<file path="config.mk">
export PLATFORM = sky130hd
export DESIGN_NAME = aes128d_keyexp
export DESIGN_NICKNAME = d
export VERILOG_FILES = /design/src/hw/rtl/aes128d_pkg.sv /design/src/hw/rtl/aes128d_keyexp.sv
export SDC_FILE = /design/constraint.sdc
export NUM_CORES = 2
export LEC_CHECK = 0
export BUFFER_PORTS_ARGS = -buffer_cell sky130_fd_sc_hd__buf_2
export CAP_MARGIN = 5
export CORE_MARGIN = 2
export CORE_UTILIZATION = 55
export DETAILED_ROUTE_END_ITERATION = 7
export GPL_TIMING_DRIVEN = 0
export PLACE_DENSITY = 0.72
export SYNTH_ARGS = -nofsm -noshare
export SYNTH_HDL_FRONTEND = slang
export SYNTH_SLANG_ARGS = --single-unit
</file>
<file path="constraint.sdc">
create_clock -name clock -period 8.7 [get_ports clock]
set_input_delay 0.435 -clock clock [delete_from_list [all_inputs] [get_ports clock]]
set_output_delay 0.435 -clock clock [all_outputs]
set_load 0.005 [all_outputs]
</file>
<file path="src/hw/rtl/aes128d_pkg.sv">
// ----------------------------------------------------------------------------
// AES-128 decrypt package
// Shared types, constants and byte functions for the AES-128 decrypt core.
// ----------------------------------------------------------------------------
package aes128d_pkg;

   localparam int NUM_COLS = 4;

   localparam logic [1:0] CSR_KEY_HIGH = 2'd0;
   localparam logic [1:0] CSR_KEY_LOW  = 2'd1;

   typedef logic [7:0]  byte_type;
   typedef logic [31:0] word_type;
   typedef logic [127:0] block_type;

   function automatic byte_type xtime(input byte_type a);
      xtime = {a[6:0], 1'b0} ^ (a[7] ? 8'h1b : 8'h00);
   endfunction

   function automatic byte_type sbox(input byte_type x);
      byte_type tbl [256];
      tbl = '{
         8'h63,8'h7c,8'h77,8'h7b,8'hf2,8'h6b,8'h6f,8'hc5,8'h30,8'h01,8'h67,8'h2b,8'hfe,8'hd7,8'hab,8'h76,
         8'hca,8'h82,8'hc9,8'h7d,8'hfa,8'h59,8'h47,8'hf0,8'had,8'hd4,8'ha2,8'haf,8'h9c,8'ha4,8'h72,8'hc0,
         8'hb7,8'hfd,8'h93,8'h26,8'h36,8'h3f,8'hf7,8'hcc,8'h34,8'ha5,8'he5,8'hf1,8'h71,8'hd8,8'h31,8'h15,
         8'h04,8'hc7,8'h23,8'hc3,8'h18,8'h96,8'h05,8'h9a,8'h07,8'h12,8'h80,8'he2,8'heb,8'h27,8'hb2,8'h75,
         8'h09,8'h83,8'h2c,8'h1a,8'h1b,8'h6e,8'h5a,8'ha0,8'h52,8'h3b,8'hd6,8'hb3,8'h29,8'he3,8'h2f,8'h84,
         8'h53,8'hd1,8'h00,8'hed,8'h20,8'hfc,8'hb1,8'h5b,8'h6a,8'hcb,8'hbe,8'h39,8'h4a,8'h4c,8'h58,8'hcf,
         8'hd0,8'hef,8'haa,8'hfb,8'h43,8'h4d,8'h33,8'h85,8'h45,8'hf9,8'h02,8'h7f,8'h50,8'h3c,8'h9f,8'ha8,
         8'h51,8'ha3,8'h40,8'h8f,8'h92,8'h9d,8'h38,8'hf5,8'hbc,8'hb6,8'hda,8'h21,8'h10,8'hff,8'hf3,8'hd2,
         8'hcd,8'h0c,8'h13,8'hec,8'h5f,8'h97,8'h44,8'h17,8'hc4,8'ha7,8'h7e,8'h3d,8'h64,8'h5d,8'h19,8'h73,
         8'h60,8'h81,8'h4f,8'hdc,8'h22,8'h2a,8'h90,8'h88,8'h46,8'hee,8'hb8,8'h14,8'hde,8'h5e,8'h0b,8'hdb,
         8'he0,8'h32,8'h3a,8'h0a,8'h49,8'h06,8'h24,8'h5c,8'hc2,8'hd3,8'hac,8'h62,8'h91,8'h95,8'he4,8'h79,
         8'he7,8'hc8,8'h37,8'h6d,8'h8d,8'hd5,8'h4e,8'ha9,8'h6c,8'h56,8'hf4,8'hea,8'h65,8'h7a,8'hae,8'h08,
         8'hba,8'h78,8'h25,8'h2e,8'h1c,8'ha6,8'hb4,8'hc6,8'he8,8'hdd,8'h74,8'h1f,8'h4b,8'hbd,8'h8b,8'h8a,
         8'h70,8'h3e,8'hb5,8'h66,8'h48,8'h03,8'hf6,8'h0e,8'h61,8'h35,8'h57,8'hb9,8'h86,8'hc1,8'h1d,8'h9e,
         8'he1,8'hf8,8'h98,8'h11,8'h69,8'hd9,8'h8e,8'h94,8'h9b,8'h1e,8'h87,8'he9,8'hce,8'h55,8'h28,8'hdf,
         8'h8c,8'ha1,8'h89,8'h0d,8'hbf,8'he6,8'h42,8'h68,8'h41,8'h99,8'h2d,8'h0f,8'hb0,8'h54,8'hbb,8'h16};
      sbox = tbl[x];
   endfunction

   function automatic byte_type inv_sbox(input byte_type x);
      byte_type tbl [256];
      tbl = '{
         8'h52,8'h09,8'h6a,8'hd5,8'h30,8'h36,8'ha5,8'h38,8'hbf,8'h40,8'ha3,8'h9e,8'h81,8'hf3,8'hd7,8'hfb,
         8'h7c,8'he3,8'h39,8'h82,8'h9b,8'h2f,8'hff,8'h87,8'h34,8'h8e,8'h43,8'h44,8'hc4,8'hde,8'he9,8'hcb,
         8'h54,8'h7b,8'h94,8'h32,8'ha6,8'hc2,8'h23,8'h3d,8'hee,8'h4c,8'h95,8'h0b,8'h42,8'hfa,8'hc3,8'h4e,
         8'h08,8'h2e,8'ha1,8'h66,8'h28,8'hd9,8'h24,8'hb2,8'h76,8'h5b,8'ha2,8'h49,8'h6d,8'h8b,8'hd1,8'h25,
         8'h72,8'hf8,8'hf6,8'h64,8'h86,8'h68,8'h98,8'h16,8'hd4,8'ha4,8'h5c,8'hcc,8'h5d,8'h65,8'hb6,8'h92,
         8'h6c,8'h70,8'h48,8'h50,8'hfd,8'hed,8'hb9,8'hda,8'h5e,8'h15,8'h46,8'h57,8'ha7,8'h8d,8'h9d,8'h84,
         8'h90,8'hd8,8'hab,8'h00,8'h8c,8'hbc,8'hd3,8'h0a,8'hf7,8'he4,8'h58,8'h05,8'hb8,8'hb3,8'h45,8'h06,
         8'hd0,8'h2c,8'h1e,8'h8f,8'hca,8'h3f,8'h0f,8'h02,8'hc1,8'haf,8'hbd,8'h03,8'h01,8'h13,8'h8a,8'h6b,
         8'h3a,8'h91,8'h11,8'h41,8'h4f,8'h67,8'hdc,8'hea,8'h97,8'hf2,8'hcf,8'hce,8'hf0,8'hb4,8'he6,8'h73,
         8'h96,8'hac,8'h74,8'h22,8'he7,8'had,8'h35,8'h85,8'he2,8'hf9,8'h37,8'he8,8'h1c,8'h75,8'hdf,8'h6e,
         8'h47,8'hf1,8'h1a,8'h71,8'h1d,8'h29,8'hc5,8'h89,8'h6f,8'hb7,8'h62,8'h0e,8'haa,8'h18,8'hbe,8'h1b,
         8'hfc,8'h56,8'h3e,8'h4b,8'hc6,8'hd2,8'h79,8'h20,8'h9a,8'hdb,8'hc0,8'hfe,8'h78,8'hcd,8'h5a,8'hf4,
         8'h1f,8'hdd,8'ha8,8'h33,8'h88,8'h07,8'hc7,8'h31,8'hb1,8'h12,8'h10,8'h59,8'h27,8'h80,8'hec,8'h5f,
         8'h60,8'h51,8'h7f,8'ha9,8'h19,8'hb5,8'h4a,8'h0d,8'h2d,8'he5,8'h7a,8'h9f,8'h93,8'hc9,8'h9c,8'hef,
         8'ha0,8'he0,8'h3b,8'h4d,8'hae,8'h2a,8'hf5,8'hb0,8'hc8,8'heb,8'hbb,8'h3c,8'h83,8'h53,8'h99,8'h61,
         8'h17,8'h2b,8'h04,8'h7e,8'hba,8'h77,8'hd6,8'h26,8'he1,8'h69,8'h14,8'h63,8'h55,8'h21,8'h0c,8'h7d};
      inv_sbox = tbl[x];
   endfunction

endpackage

</file>
<file path="src/hw/rtl/aes128d_keyexp.sv">
// ----------------------------------------------------------------------------
// AES-128 key expansion
// Expands the cipher key one round a cycle into the round key store.
// ----------------------------------------------------------------------------
module aes128d_keyexp
   import aes128d_pkg::*;
(
   input  logic       clock,
   input  logic       reset,
   input  logic       start_i,
   input  block_type  key_i,
   input  logic [3:0] rd_round_i,
   output block_type  rd_key_o,
   output logic       busy_o
);

   block_type  store [11];
   block_type  cur_ff, cur_in;
   logic [3:0] cnt_ff, cnt_in;
   byte_type   rcon_ff, rcon_in;
   logic       busy_ff, busy_in;
   word_type   t;
   word_type   w0, w1, w2, w3;

   always_comb begin
      t  = {sbox(cur_ff[23:16]) ^ rcon_ff, sbox(cur_ff[15:8]), sbox(cur_ff[7:0]),
            sbox(cur_ff[31:24])};
      w0 = cur_ff[127:96] ^ t;
      w1 = cur_ff[95:64] ^ w0;
      w2 = cur_ff[63:32] ^ w1;
      w3 = cur_ff[31:0] ^ w2;
      cur_in  = cur_ff;
      cnt_in  = cnt_ff;
      rcon_in = rcon_ff;
      busy_in = busy_ff;
      if (start_i) begin
         cur_in  = key_i;
         cnt_in  = 4'd0;
         rcon_in = 8'h01;
         busy_in = 1'b1;
      end else if (busy_ff) begin
         cur_in  = {w0, w1, w2, w3};
         rcon_in = xtime(rcon_ff);
         cnt_in  = cnt_ff + 4'd1;
         if (cnt_ff == 4'd10) begin
            busy_in = 1'b0;
         end
      end
   end

   always_ff @(posedge clock) begin
      if (reset) begin
         busy_ff <= 1'b0;
         cnt_ff  <= 4'd0;
      end else begin
         busy_ff <= busy_in;
         cnt_ff  <= cnt_in;
      end
      cur_ff  <= cur_in;
      rcon_ff <= rcon_in;
      if (busy_ff && !start_i) begin
         store[cnt_ff] <= cur_ff;
      end
   end

   assign rd_key_o = store[rd_round_i];
   assign busy_o   = busy_ff;

endmodule

</file>
==> impl_metrics.env <==
export IMPL_outcome="finished with violations"
export IMPL_placed_cells=6990
export IMPL_drive_above_1_share_pct=24.2
export IMPL_grt_max_degree=57
export IMPL_slew_violations=0
export IMPL_clkSlewWorstSetupHoldPaths_ps=60
export IMPL_fp_dieW_um=373
export IMPL_fin_cells=7377
export IMPL_io_buffer_count=258
export IMPL_syn2layout_area_growth_pct=13.8
export IMPL_maxCapViolations=0
export IMPL_cts_sinks=1549
export IMPL_die_height_um=373
export IMPL_hpwl_um=213000
export IMPL_fin_skew_ps=66.9
export IMPL_min_path_cells=3
export IMPL_synth_seq_cells=1549
export IMPL_netlist_area_um2=75100
export IMPL_finalSetupViolations=0
export IMPL_cpMaxStageDelayCell="edfxtp_1"
export IMPL_powerDensity_nw_per_um2=406
export IMPL_ys_types=112
export IMPL_start_kind="flip-flop"
export IMPL_critPathBufInv=3
export IMPL_rows=135
export IMPL_fmax_mhz=134
export IMPL_fin_tns_setup_ps=0
export IMPL_cts_buffers=151
export IMPL_violations="DRC"
export IMPL_drt_wirelength_per_cell_um=44.7
export IMPL_syn_num_nets=5113
export IMPL_synth_top_area_share_pct=61.4
export IMPL_final_util_pct=63.1
export IMPL_yosys_warnings=0
export IMPL_clock_latency_ps=870
export IMPL_path_max_fanout=25
export IMPL_first_pass_iters=8
export IMPL_crit_chain="buf_2 > inv_1 > ha_1 > buf_2 > nor2b_1 > a21oi_1 > a221oi_1 > nor4_1 > a31oi_1 > xnor3_1 > xnor2_1 > xnor2_1 > o21ai_1"
export IMPL_grt_pass1_vias=54680
export IMPL_fill_cells=9463
export IMPL_start_util_pct=55.4
export IMPL_grt_first_pass_wirelength_um=451000
export IMPL_fin_ws_ps=1230
export IMPL_syn_inst=4914
export IMPL_leakagePower_nw=28.3
export IMPL_clockRootBuffer="clkbuf_16"
export IMPL_drc=6
export IMPL_period_share_pct=85.9
export IMPL_ys_flop_type="edfxtp_1"
export IMPL_cts_tree="built"
export IMPL_cp_depth=13
export IMPL_grt_use_total_pct=46.8
export IMPL_critical_path_arrival_ps=8030
export IMPL_gp_congestion=1.14
export IMPL_seq_area_frac_synth_pct=61.8
export IMPL_synth_edf_count=1536
export IMPL_yosys_cell_count_top_type="edfxtp_1"
export IMPL_vias=56282
export IMPL_vias_per_cell=7.63
export IMPL_multi_input_area_um2=26500
export IMPL_placed_cell_area_um2=79600
export IMPL_cts_resized=0
export IMPL_clk_path_buf_depth=3
export IMPL_seqCellArea_um2=46400
export IMPL_synthTopCellsByCount="edfxtp_1, mux4_2, nand2_1"
export IMPL_max_stage_delay_ps=1170
export IMPL_hold_viol_final=0
export IMPL_ant_nets=0
export IMPL_synthArstFlopShare_pct=0
export IMPL_wirelength_um=330000
export IMPL_crit_family="compound AO/OA/AOI/OAI gates"
export IMPL_relSlewSlack_pct=3.00
export IMPL_boundaryPins=264
export IMPL_fin_hold_ws_ps=4.19
export IMPL_core_area_um2=135000
export IMPL_drtIter0Drc=11070
export IMPL_cts_htree_levels=4
export IMPL_worst_pin_slew_ps=1450
export IMPL_grt_remaining_overflow=0
export IMPL_die_area_um2=139000
export IMPL_antenna_found_initial=34
export IMPL_path_class="flip-flop to flip-flop"
export IMPL_nNetsFinal=5657
export IMPL_max_vdd_ir_drop_mv=0.298
export IMPL_hold_class="primary input to flip-flop"
export IMPL_period_minus_slack_ps=7470
export IMPL_synth_top_area_cell="edfxtp_1"
export IMPL_finalPower_mw=34.7
export IMPL_post_place_ws_ps=1780
export IMPL_critPathRequiredTime_ps=9250
export IMPL_cp_end_kind="flip-flop"
export IMPL_rsz0062_at_grt="no"
export IMPL_synthTopCellsByArea="edfxtp_1, mux4_2, mux2_2"
export IMPL_final_area_um2=85400
export IMPL_postSynthAreaPerCell_um2=15.3
export IMPL_rr_worst_depth=13
==> tightest hold or removal path: stages <==
cell and delay, ps:
buf_2 80, nand2_1 100, o21ai_0 90
==> layout make-up <==
| class | count | area share [%] |
|---|---|---|
| tap | 1781 | 2.61 |
| inverter | 51 | 0.227 |
| multi-input combinational | 2900 | 31.1 |
| buffer | 414 | 2.32 |
| antenna | 21 | 0.0615 |
| timing repair buffer | 391 | 3.80 |
| clock inverter | 83 | 1.02 |
| clock buffer | 187 | 4.58 |
| sequential | 1549 | 54.3 |
==> logic make-up (layout without fill, tap and decap cells) <==
kind of cell | after synthesis | count (layout) | share of synthesized area (%)
flops | 1549 | 1549 | 61.8
compound gates | 1035 | 1035 | 9.39
simple gates | 1008 | 1008 | 6.75
mux | 631 | 631 | 15.5
buf+inv | 465 | 1126 | 2.89
xor+xnor | 162 | 162 | 2.58
fa+ha+maj | 64 | 64 | 1.07
other cells | 0 | 21 | 0
==> power by group <==
part | internal, mW | switching [mW] | leakage, nW
Combinational | 5.02 | 11.4 | 11.9
Clock | 3.39 | 3.14 | 2.29
Sequential | 9.90 | 1.85 | 14.1
==> placed cells by master (no fill, tap or decap), types with 92 or more instances in the layout <==
master            n
nor3_1           93
mux4_2          409
clkbuf_1        204
edfxtp_1       1536
buf_2           388
clkbuf_16       151
o21ai_0         250
mux2_2          175
dlygate4sd3_1    92
nand2_1         279
nor2b_1          93
a21oi_1         178
nor2_1          175
==> repair_timing <==
item / CTS / global route
buffers inserted: 0 / 0
hold endpoints to repair: 96 / 0
hold buffers: 92 / 0
==> final timing paths <==
check	slack, ps	end	start
worst min register to register	530	rcon_ff[4]	rcon_ff[4]
worst min-delay path	4	cur_ff[17]	key_i[17]
worst max register to register	1230	cur_ff[15]	cur_ff[1]
worst max-delay path	1230	cur_ff[15]	cur_ff[1]
==> registers in the layout, indices dropped and copies added, names as in the netlist <==
| signal | cells |
|---|---|
| busy_o | 1 |
| cnt_ff | 4 |
| cur_ff | 128 |
| rcon_ff | 8 |
| store | 1408 |
==> metal layers <==
layer  routed length (µm)  vias up  global-route usage [%]
li1                     -    20859                       -
met1               116000    28194                    61.6
met2               143000     5909                    68.9
met3                49500     1290                    16.7
met4                21600       30                    24.1
met5                  207        -                   0.583
Power figures use the tool's default switching activity.
