===== src/hw/rtl/aes128d_pkg.sv =====
// ----------------------------------------------------------------------------
// AES-128 decrypt package
// Shared types, constants and byte functions for the AES-128 decrypt core.
// ----------------------------------------------------------------------------
package aes128d_pkg;

   localparam int NUM_COLS = 4;

   localparam logic [1:0] CSR_KEY_HIGH = 2'd0;
   localparam logic [1:0] CSR_KEY_LOW  = 2'd1;

   typedef logic [7:0]  byte_type;
   typedef logic [31:0] word_type;
   typedef logic [127:0] block_type;

   function automatic byte_type xtime(input byte_type a);
      xtime = {a[6:0], 1'b0} ^ (a[7] ? 8'h1b : 8'h00);
   endfunction

   function automatic byte_type sbox(input byte_type x);
      byte_type tbl [256];
      tbl = '{
         8'h63,8'h7c,8'h77,8'h7b,8'hf2,8'h6b,8'h6f,8'hc5,8'h30,8'h01,8'h67,8'h2b,8'hfe,8'hd7,8'hab,8'h76,
         8'hca,8'h82,8'hc9,8'h7d,8'hfa,8'h59,8'h47,8'hf0,8'had,8'hd4,8'ha2,8'haf,8'h9c,8'ha4,8'h72,8'hc0,
         8'hb7,8'hfd,8'h93,8'h26,8'h36,8'h3f,8'hf7,8'hcc,8'h34,8'ha5,8'he5,8'hf1,8'h71,8'hd8,8'h31,8'h15,
         8'h04,8'hc7,8'h23,8'hc3,8'h18,8'h96,8'h05,8'h9a,8'h07,8'h12,8'h80,8'he2,8'heb,8'h27,8'hb2,8'h75,
         8'h09,8'h83,8'h2c,8'h1a,8'h1b,8'h6e,8'h5a,8'ha0,8'h52,8'h3b,8'hd6,8'hb3,8'h29,8'he3,8'h2f,8'h84,
         8'h53,8'hd1,8'h00,8'hed,8'h20,8'hfc,8'hb1,8'h5b,8'h6a,8'hcb,8'hbe,8'h39,8'h4a,8'h4c,8'h58,8'hcf,
         8'hd0,8'hef,8'haa,8'hfb,8'h43,8'h4d,8'h33,8'h85,8'h45,8'hf9,8'h02,8'h7f,8'h50,8'h3c,8'h9f,8'ha8,
         8'h51,8'ha3,8'h40,8'h8f,8'h92,8'h9d,8'h38,8'hf5,8'hbc,8'hb6,8'hda,8'h21,8'h10,8'hff,8'hf3,8'hd2,
         8'hcd,8'h0c,8'h13,8'hec,8'h5f,8'h97,8'h44,8'h17,8'hc4,8'ha7,8'h7e,8'h3d,8'h64,8'h5d,8'h19,8'h73,
         8'h60,8'h81,8'h4f,8'hdc,8'h22,8'h2a,8'h90,8'h88,8'h46,8'hee,8'hb8,8'h14,8'hde,8'h5e,8'h0b,8'hdb,
         8'he0,8'h32,8'h3a,8'h0a,8'h49,8'h06,8'h24,8'h5c,8'hc2,8'hd3,8'hac,8'h62,8'h91,8'h95,8'he4,8'h79,
         8'he7,8'hc8,8'h37,8'h6d,8'h8d,8'hd5,8'h4e,8'ha9,8'h6c,8'h56,8'hf4,8'hea,8'h65,8'h7a,8'hae,8'h08,
         8'hba,8'h78,8'h25,8'h2e,8'h1c,8'ha6,8'hb4,8'hc6,8'he8,8'hdd,8'h74,8'h1f,8'h4b,8'hbd,8'h8b,8'h8a,
         8'h70,8'h3e,8'hb5,8'h66,8'h48,8'h03,8'hf6,8'h0e,8'h61,8'h35,8'h57,8'hb9,8'h86,8'hc1,8'h1d,8'h9e,
         8'he1,8'hf8,8'h98,8'h11,8'h69,8'hd9,8'h8e,8'h94,8'h9b,8'h1e,8'h87,8'he9,8'hce,8'h55,8'h28,8'hdf,
         8'h8c,8'ha1,8'h89,8'h0d,8'hbf,8'he6,8'h42,8'h68,8'h41,8'h99,8'h2d,8'h0f,8'hb0,8'h54,8'hbb,8'h16};
      sbox = tbl[x];
   endfunction

   function automatic byte_type inv_sbox(input byte_type x);
      byte_type tbl [256];
      tbl = '{
         8'h52,8'h09,8'h6a,8'hd5,8'h30,8'h36,8'ha5,8'h38,8'hbf,8'h40,8'ha3,8'h9e,8'h81,8'hf3,8'hd7,8'hfb,
         8'h7c,8'he3,8'h39,8'h82,8'h9b,8'h2f,8'hff,8'h87,8'h34,8'h8e,8'h43,8'h44,8'hc4,8'hde,8'he9,8'hcb,
         8'h54,8'h7b,8'h94,8'h32,8'ha6,8'hc2,8'h23,8'h3d,8'hee,8'h4c,8'h95,8'h0b,8'h42,8'hfa,8'hc3,8'h4e,
         8'h08,8'h2e,8'ha1,8'h66,8'h28,8'hd9,8'h24,8'hb2,8'h76,8'h5b,8'ha2,8'h49,8'h6d,8'h8b,8'hd1,8'h25,
         8'h72,8'hf8,8'hf6,8'h64,8'h86,8'h68,8'h98,8'h16,8'hd4,8'ha4,8'h5c,8'hcc,8'h5d,8'h65,8'hb6,8'h92,
         8'h6c,8'h70,8'h48,8'h50,8'hfd,8'hed,8'hb9,8'hda,8'h5e,8'h15,8'h46,8'h57,8'ha7,8'h8d,8'h9d,8'h84,
         8'h90,8'hd8,8'hab,8'h00,8'h8c,8'hbc,8'hd3,8'h0a,8'hf7,8'he4,8'h58,8'h05,8'hb8,8'hb3,8'h45,8'h06,
         8'hd0,8'h2c,8'h1e,8'h8f,8'hca,8'h3f,8'h0f,8'h02,8'hc1,8'haf,8'hbd,8'h03,8'h01,8'h13,8'h8a,8'h6b,
         8'h3a,8'h91,8'h11,8'h41,8'h4f,8'h67,8'hdc,8'hea,8'h97,8'hf2,8'hcf,8'hce,8'hf0,8'hb4,8'he6,8'h73,
         8'h96,8'hac,8'h74,8'h22,8'he7,8'had,8'h35,8'h85,8'he2,8'hf9,8'h37,8'he8,8'h1c,8'h75,8'hdf,8'h6e,
         8'h47,8'hf1,8'h1a,8'h71,8'h1d,8'h29,8'hc5,8'h89,8'h6f,8'hb7,8'h62,8'h0e,8'haa,8'h18,8'hbe,8'h1b,
         8'hfc,8'h56,8'h3e,8'h4b,8'hc6,8'hd2,8'h79,8'h20,8'h9a,8'hdb,8'hc0,8'hfe,8'h78,8'hcd,8'h5a,8'hf4,
         8'h1f,8'hdd,8'ha8,8'h33,8'h88,8'h07,8'hc7,8'h31,8'hb1,8'h12,8'h10,8'h59,8'h27,8'h80,8'hec,8'h5f,
         8'h60,8'h51,8'h7f,8'ha9,8'h19,8'hb5,8'h4a,8'h0d,8'h2d,8'he5,8'h7a,8'h9f,8'h93,8'hc9,8'h9c,8'hef,
         8'ha0,8'he0,8'h3b,8'h4d,8'hae,8'h2a,8'hf5,8'hb0,8'hc8,8'heb,8'hbb,8'h3c,8'h83,8'h53,8'h99,8'h61,
         8'h17,8'h2b,8'h04,8'h7e,8'hba,8'h77,8'hd6,8'h26,8'he1,8'h69,8'h14,8'h63,8'h55,8'h21,8'h0c,8'h7d};
      inv_sbox = tbl[x];
   endfunction

endpackage


===== src/hw/rtl/aes128d_lane.sv =====
// ----------------------------------------------------------------------------
// AES-128 decrypt column lane
// One state column: optional InvMixColumns after key addition.
// ----------------------------------------------------------------------------
module aes128d_lane
   import aes128d_pkg::*;
(
   input  word_type col_i,
   input  word_type key_i,
   input  logic     mix_i,
   output word_type col_o
);

   word_type  a;
   byte_type  a0, a1, a2, a3;
   byte_type  x0 [4];
   byte_type  x1 [4];
   byte_type  x2 [4];
   byte_type  m9 [4];
   byte_type  mb [4];
   byte_type  md [4];
   byte_type  me [4];

   always_comb begin
      a  = col_i ^ key_i;
      a0 = a[31:24];
      a1 = a[23:16];
      a2 = a[15:8];
      a3 = a[7:0];
      x0 = '{a0, a1, a2, a3};
      for (int i = 0; i < 4; i++) begin
         x1[i] = xtime(x0[i]);
         x2[i] = xtime(x1[i]);
         m9[i] = xtime(x2[i]) ^ x0[i];
         mb[i] = m9[i] ^ x1[i];
         md[i] = m9[i] ^ x2[i];
         me[i] = xtime(x2[i]) ^ x2[i] ^ x1[i];
      end
      if (mix_i) begin
         col_o = {me[0] ^ mb[1] ^ md[2] ^ m9[3],
                  m9[0] ^ me[1] ^ mb[2] ^ md[3],
                  md[0] ^ m9[1] ^ me[2] ^ mb[3],
                  mb[0] ^ md[1] ^ m9[2] ^ me[3]};
      end else begin
         col_o = a;
      end
   end

endmodule


===== config.mk =====
export PLATFORM = sky130hd
export DESIGN_NAME = aes128d_lane
export DESIGN_NICKNAME = d
export VERILOG_FILES = /design/src/hw/rtl/aes128d_pkg.sv /design/src/hw/rtl/aes128d_lane.sv
export SDC_FILE = /design/constraint.sdc
export NUM_CORES = 1
export LEC_CHECK = 0
export ABC_AREA = 1
export ABC_CLOCK_PERIOD_IN_PS = 3250
export BUFFER_PORTS_ARGS = -buffer_cell sky130_fd_sc_hd__buf_2
export CAP_MARGIN = 20
export CORE_UTILIZATION = 53
export DETAILED_ROUTE_END_ITERATION = 7
export PLACE_DENSITY = 0.78
export SLEW_MARGIN = 25
export SYNTH_ARGS = -nofsm -noshare
export SYNTH_HDL_FRONTEND = slang
export SYNTH_SLANG_ARGS = --single-unit

===== constraint.sdc =====
create_clock -name vclk -period 3.25
set_input_delay 0.975 -clock vclk [all_inputs]
set_output_delay 0.975 -clock vclk [all_outputs]
set_load 0.05 [all_outputs]

==> results of run 1 <==
==> synth_stat cells <==
cell type / count / area share
a21o_1: 2 / 0.0033
buf_2: 3 / 0.0033
xnor2_2: 3 / 0.011
o21ai_1: 7 / 0.0077
o21ai_0: 7 / 0.0077
xor2_2: 4 / 0.014
nand3_1: 121 / 0.13
xor2_4: 1 / 0.0061
or2_2: 1 / 0.0014
nand3b_1: 3 / 0.0050
inv_2: 3 / 0.0025
nand2_1: 556 / 0.46
nand4_1: 3 / 0.0041
xor2_1: 86 / 0.17
nand2_2: 23 / 0.032
xnor2_1: 31 / 0.060
clkbuf_1: 3 / 0.0025
or2_1: 1 / 0.0014
clkinv_1: 1 / 0.00082
inv_1: 83 / 0.069
nand2_4: 1 / 0.0025
buf_6: 1 / 0.0025
nor2_1: 8 / 0.0066
==> cell families after synthesis <==
| group | after synthesis |
|---|---|
| AO/OA/AOI/OAI | 16 |
| XOR/XNOR | 125 |
| buffers and inverters | 94 |
| AND/OR/NAND/NOR | 717 |
==> metrics by stage <==
stage,cell area [µm²],TNS [ns]
floorplan,5050,-0.166
global placement,6820,-13.96
detailed placement,6820,-15.52
==> impl_metrics.tcl, run 1 <==
set metrics [dict create \
    outcome "stopped before the end" \
    lastStage "4_1_cts" \
    tool.error "[ERROR DPL-0038] Utilization greater than 100%, impossible to legalize" \
    cts_resized 521 \
    yosys_warnings 0 \
    muxShareOfSynthArea 0 \
    dp_slack_ns -0.620 \
    yosysSeqAreaShare 0 \
    initial_core_util 0.551 \
    synthAdderAreaFrac 0 \
    gp_congestion 1.05 \
    hold_buffers 0 \
    postCtsSetupBuffers 29 \
    place_inst 1298 \
    numPortBuffers 97 \
    num_rows 33 \
    synth-compound-area-share 0.0187 \
    syn_nets 1017 \
    die_x_um 94.6 \
    synthSimpleGateAreaFrac 0.645 \
    synth-xor-area-share 0.256 \
    synth_cells 952 \
    syn_area_mm2 0.00455 \
    die_height_um 94.6 \
    yosysUniqueCellTypes 23 \
    boundaryPins 97 \
    synth_top_family_by_area "simple AND/OR/NAND/NOR gates" \
    postSynthAreaPerCell_um2 4.78 \
    dp_hpwl_um 15600 \
]
==> inputs of run 2 (changes only) <==
ABC_CLOCK_PERIOD_IN_PS = 4200   (was 3250)
CORE_UTILIZATION = 40   (was 53)
PLACE_DENSITY = unset   (was 0.78)
PLACE_DENSITY_LB_ADDON = 0.15   (was unset)
clock period = 4.2 ns   (was 3.25 ns; I/O delays follow)
==> run 2 against run 1 <==
Against the previous run:
- the flow now finishes, with violations (setup timing)
- synthesized cell count is the same
- synthesized area is the same
==> impl_metrics.tcl, run 2 <==
set metrics [dict create \
    hold_buffers 0 \
    dp_slack_ns -0.199 \
    drv_slew 0 \
    drc 0 \
    crit_arrival_ns 3.03 \
    final_common_cell "nand2_1" \
    area.sequential_um2 0 \
    fin_crit_sh 1.02 \
    setup_viol 9 \
    num_rows 38 \
    finish.utilization 0.791 \
    first_pass_iters 5 \
    syn_nets 1017 \
    clock_buffers 0 \
    die-area_mm2 0.0118 \
    gr-total-overflow 0 \
    outcome "finished, violations left" \
    final_area_mm2 0.00865 \
    place_inst 1333 \
    dp_hpwl_um 15600 \
    hold_slack_ns 3.04 \
    layout_common_cells "360 x nand2_1, 165 x buf_4, 151 x nand2_2" \
    die_height_um 109 \
    hold_depth 5 \
    timing.final.ws_setup_ns -0.0867 \
    finalHoldViolCount 0 \
    final_cells 1369 \
    routedWlPerCell_um 17.0 \
    violations "setup timing" \
    layout-drive-gt1-share 0.522 \
    areaGrowthSynthToFinish_pct 90.3 \
    synth_top_area_cell "nand2_1" \
    grt_antenna_before_repair 0 \
    crit_fanout 6 \
    core-area_mm2 0.0109 \
    setup_tns_ns -0.420 \
    tightest_slew_ns 0.576 \
    synth_area_leaders "nand2_1 46%, xor2_1 17%, nand3_1 13%" \
    rsz0062_at_grt "yes" \
    syn_area_mm2 0.00455 \
    drtAntennaViolNets 0 \
    relSlewSlack 0.613 \
    max_freq_mhz 233 \
    multiInputGateArea_mm2 0.00580 \
    gp_congestion 1.02 \
    worstPathRequired_ns 2.94 \
    max-cap-violations 0 \
    grt_pass1_wl_um 28800 \
    boundaryPins 97 \
    power_mw 2.82 \
    die_x_um 109 \
    synth_top_area_frac 0.459 \
    hold_end "col_o[25]" \
    dpl_cell_area_mm2 0.00640 \
    n_antenna_cell 0 \
    yosysUniqueCellTypes 23 \
    post-route-min-period_ns 4.29 \
    yosys-top-cells-count "556 x nand2_1, 121 x nand3_1, 86 x xor2_1" \
    crit_type "in2out" \
    leakage_nw 4.84 \
    drt-total-wl_um 23200 \
    grt_start_max_net_pins 28 \
    dr_total_vias 7368 \
    ir_worst_vdd_v 0.000290 \
    vias_per_cell 5.38 \
    nets 1296 \
    power.density_mw_per_mm2 326 \
    seq_cell_count 0 \
    cp-end-kind "output port" \
    drtIter0Drc 590 \
    synth_cells 952 \
    yosysMostFrequentCell "nand2_1" \
    track_usage 0.317 \
    initial_core_util 0.416 \
    hp-start "col_i[25]" \
    numPortBuffers 97 \
    postSynthAreaPerCell_um2 4.78 \
    yosysSeqAreaShare 0 \
    fill_cells 774 \
    hold_path.class "in2out" \
    yosys_warnings 0 \
    start_kind "primary input" \
    grt_pass1_vias 5984 \
]
==> run 2: cell counts after synthesis <==
Identical to the previous run, type by type.
==> run 2: layout make-up <==
type                            instances  share of cell area
Timing Repair Buffer                  284               0.269
Tap cell                              140              0.0202
Inverter                               87              0.0401
Multi-Input combinational cell        858               0.671
==> run 2: cells by family after synthesis <==
family          Yosys count  share of synthesized area
compound gates           16                     0.0187
xor+xnor                125                      0.256
buf+inv                  94                     0.0801
simple gates            717                      0.645
==> run 2: per-layer routing <==
layer / vias up / GRT usage / share of wire
li1: 3464 / - / -
met1: 3325 / 0.401 / 0.38
met2: 442 / 0.543 / 0.47
met3: 137 / 0.0472 / 0.087
met4: 0 / 0.116 / 0.063
met5: - / 0 / 0
==> run 2: timing repair <==
| item | CTS | global route |
|---|---|---|
| resized for setup | 84 | 446 |
| hold endpoints to repair | 0 | 0 |
| pin swaps | 13 | 159 |
| endpoints found under the setup margin | 31 | 32 |
| setup buffers | 2 | 36 |
==> run 2: where the power goes <==
group,internal [mW],switching (mW)
registers,0,0
clock network,0,0
logic,1.10,1.71
total,1.10,1.71
==> run 2: worst max path at each step <==
stage,slack [ns],to,depth (start not counted),from
after floorplan,0.006,col_o[30],15,col_i[15]
after global placement,-0.16,col_o[26],15,col_i[23]
after detailed placement,-0.20,col_o[4],17,col_i[23]
after CTS,-0.01,col_o[27],17,col_i[21]
after global routing,-0.21,col_o[9],14,col_i[30]
final,-0.09,col_o[2],14,col_i[30]
==> run 2: critical path, cell delays in order <==
cell and delay, ns:
buf_2 0.13, xnor2_2 0.16, buf_6 0.18, nand2_2 0.09, nand2_4 0.12, buf_6 0.11
xor2_1 0.15, buf_4 0.16, xor2_1 0.15, nand2_1 0.09, nand2_1 0.07, nand2_1 0.06
nand2_1 0.12, buf_6 0.17
Power figures use the tool's default switching activity.
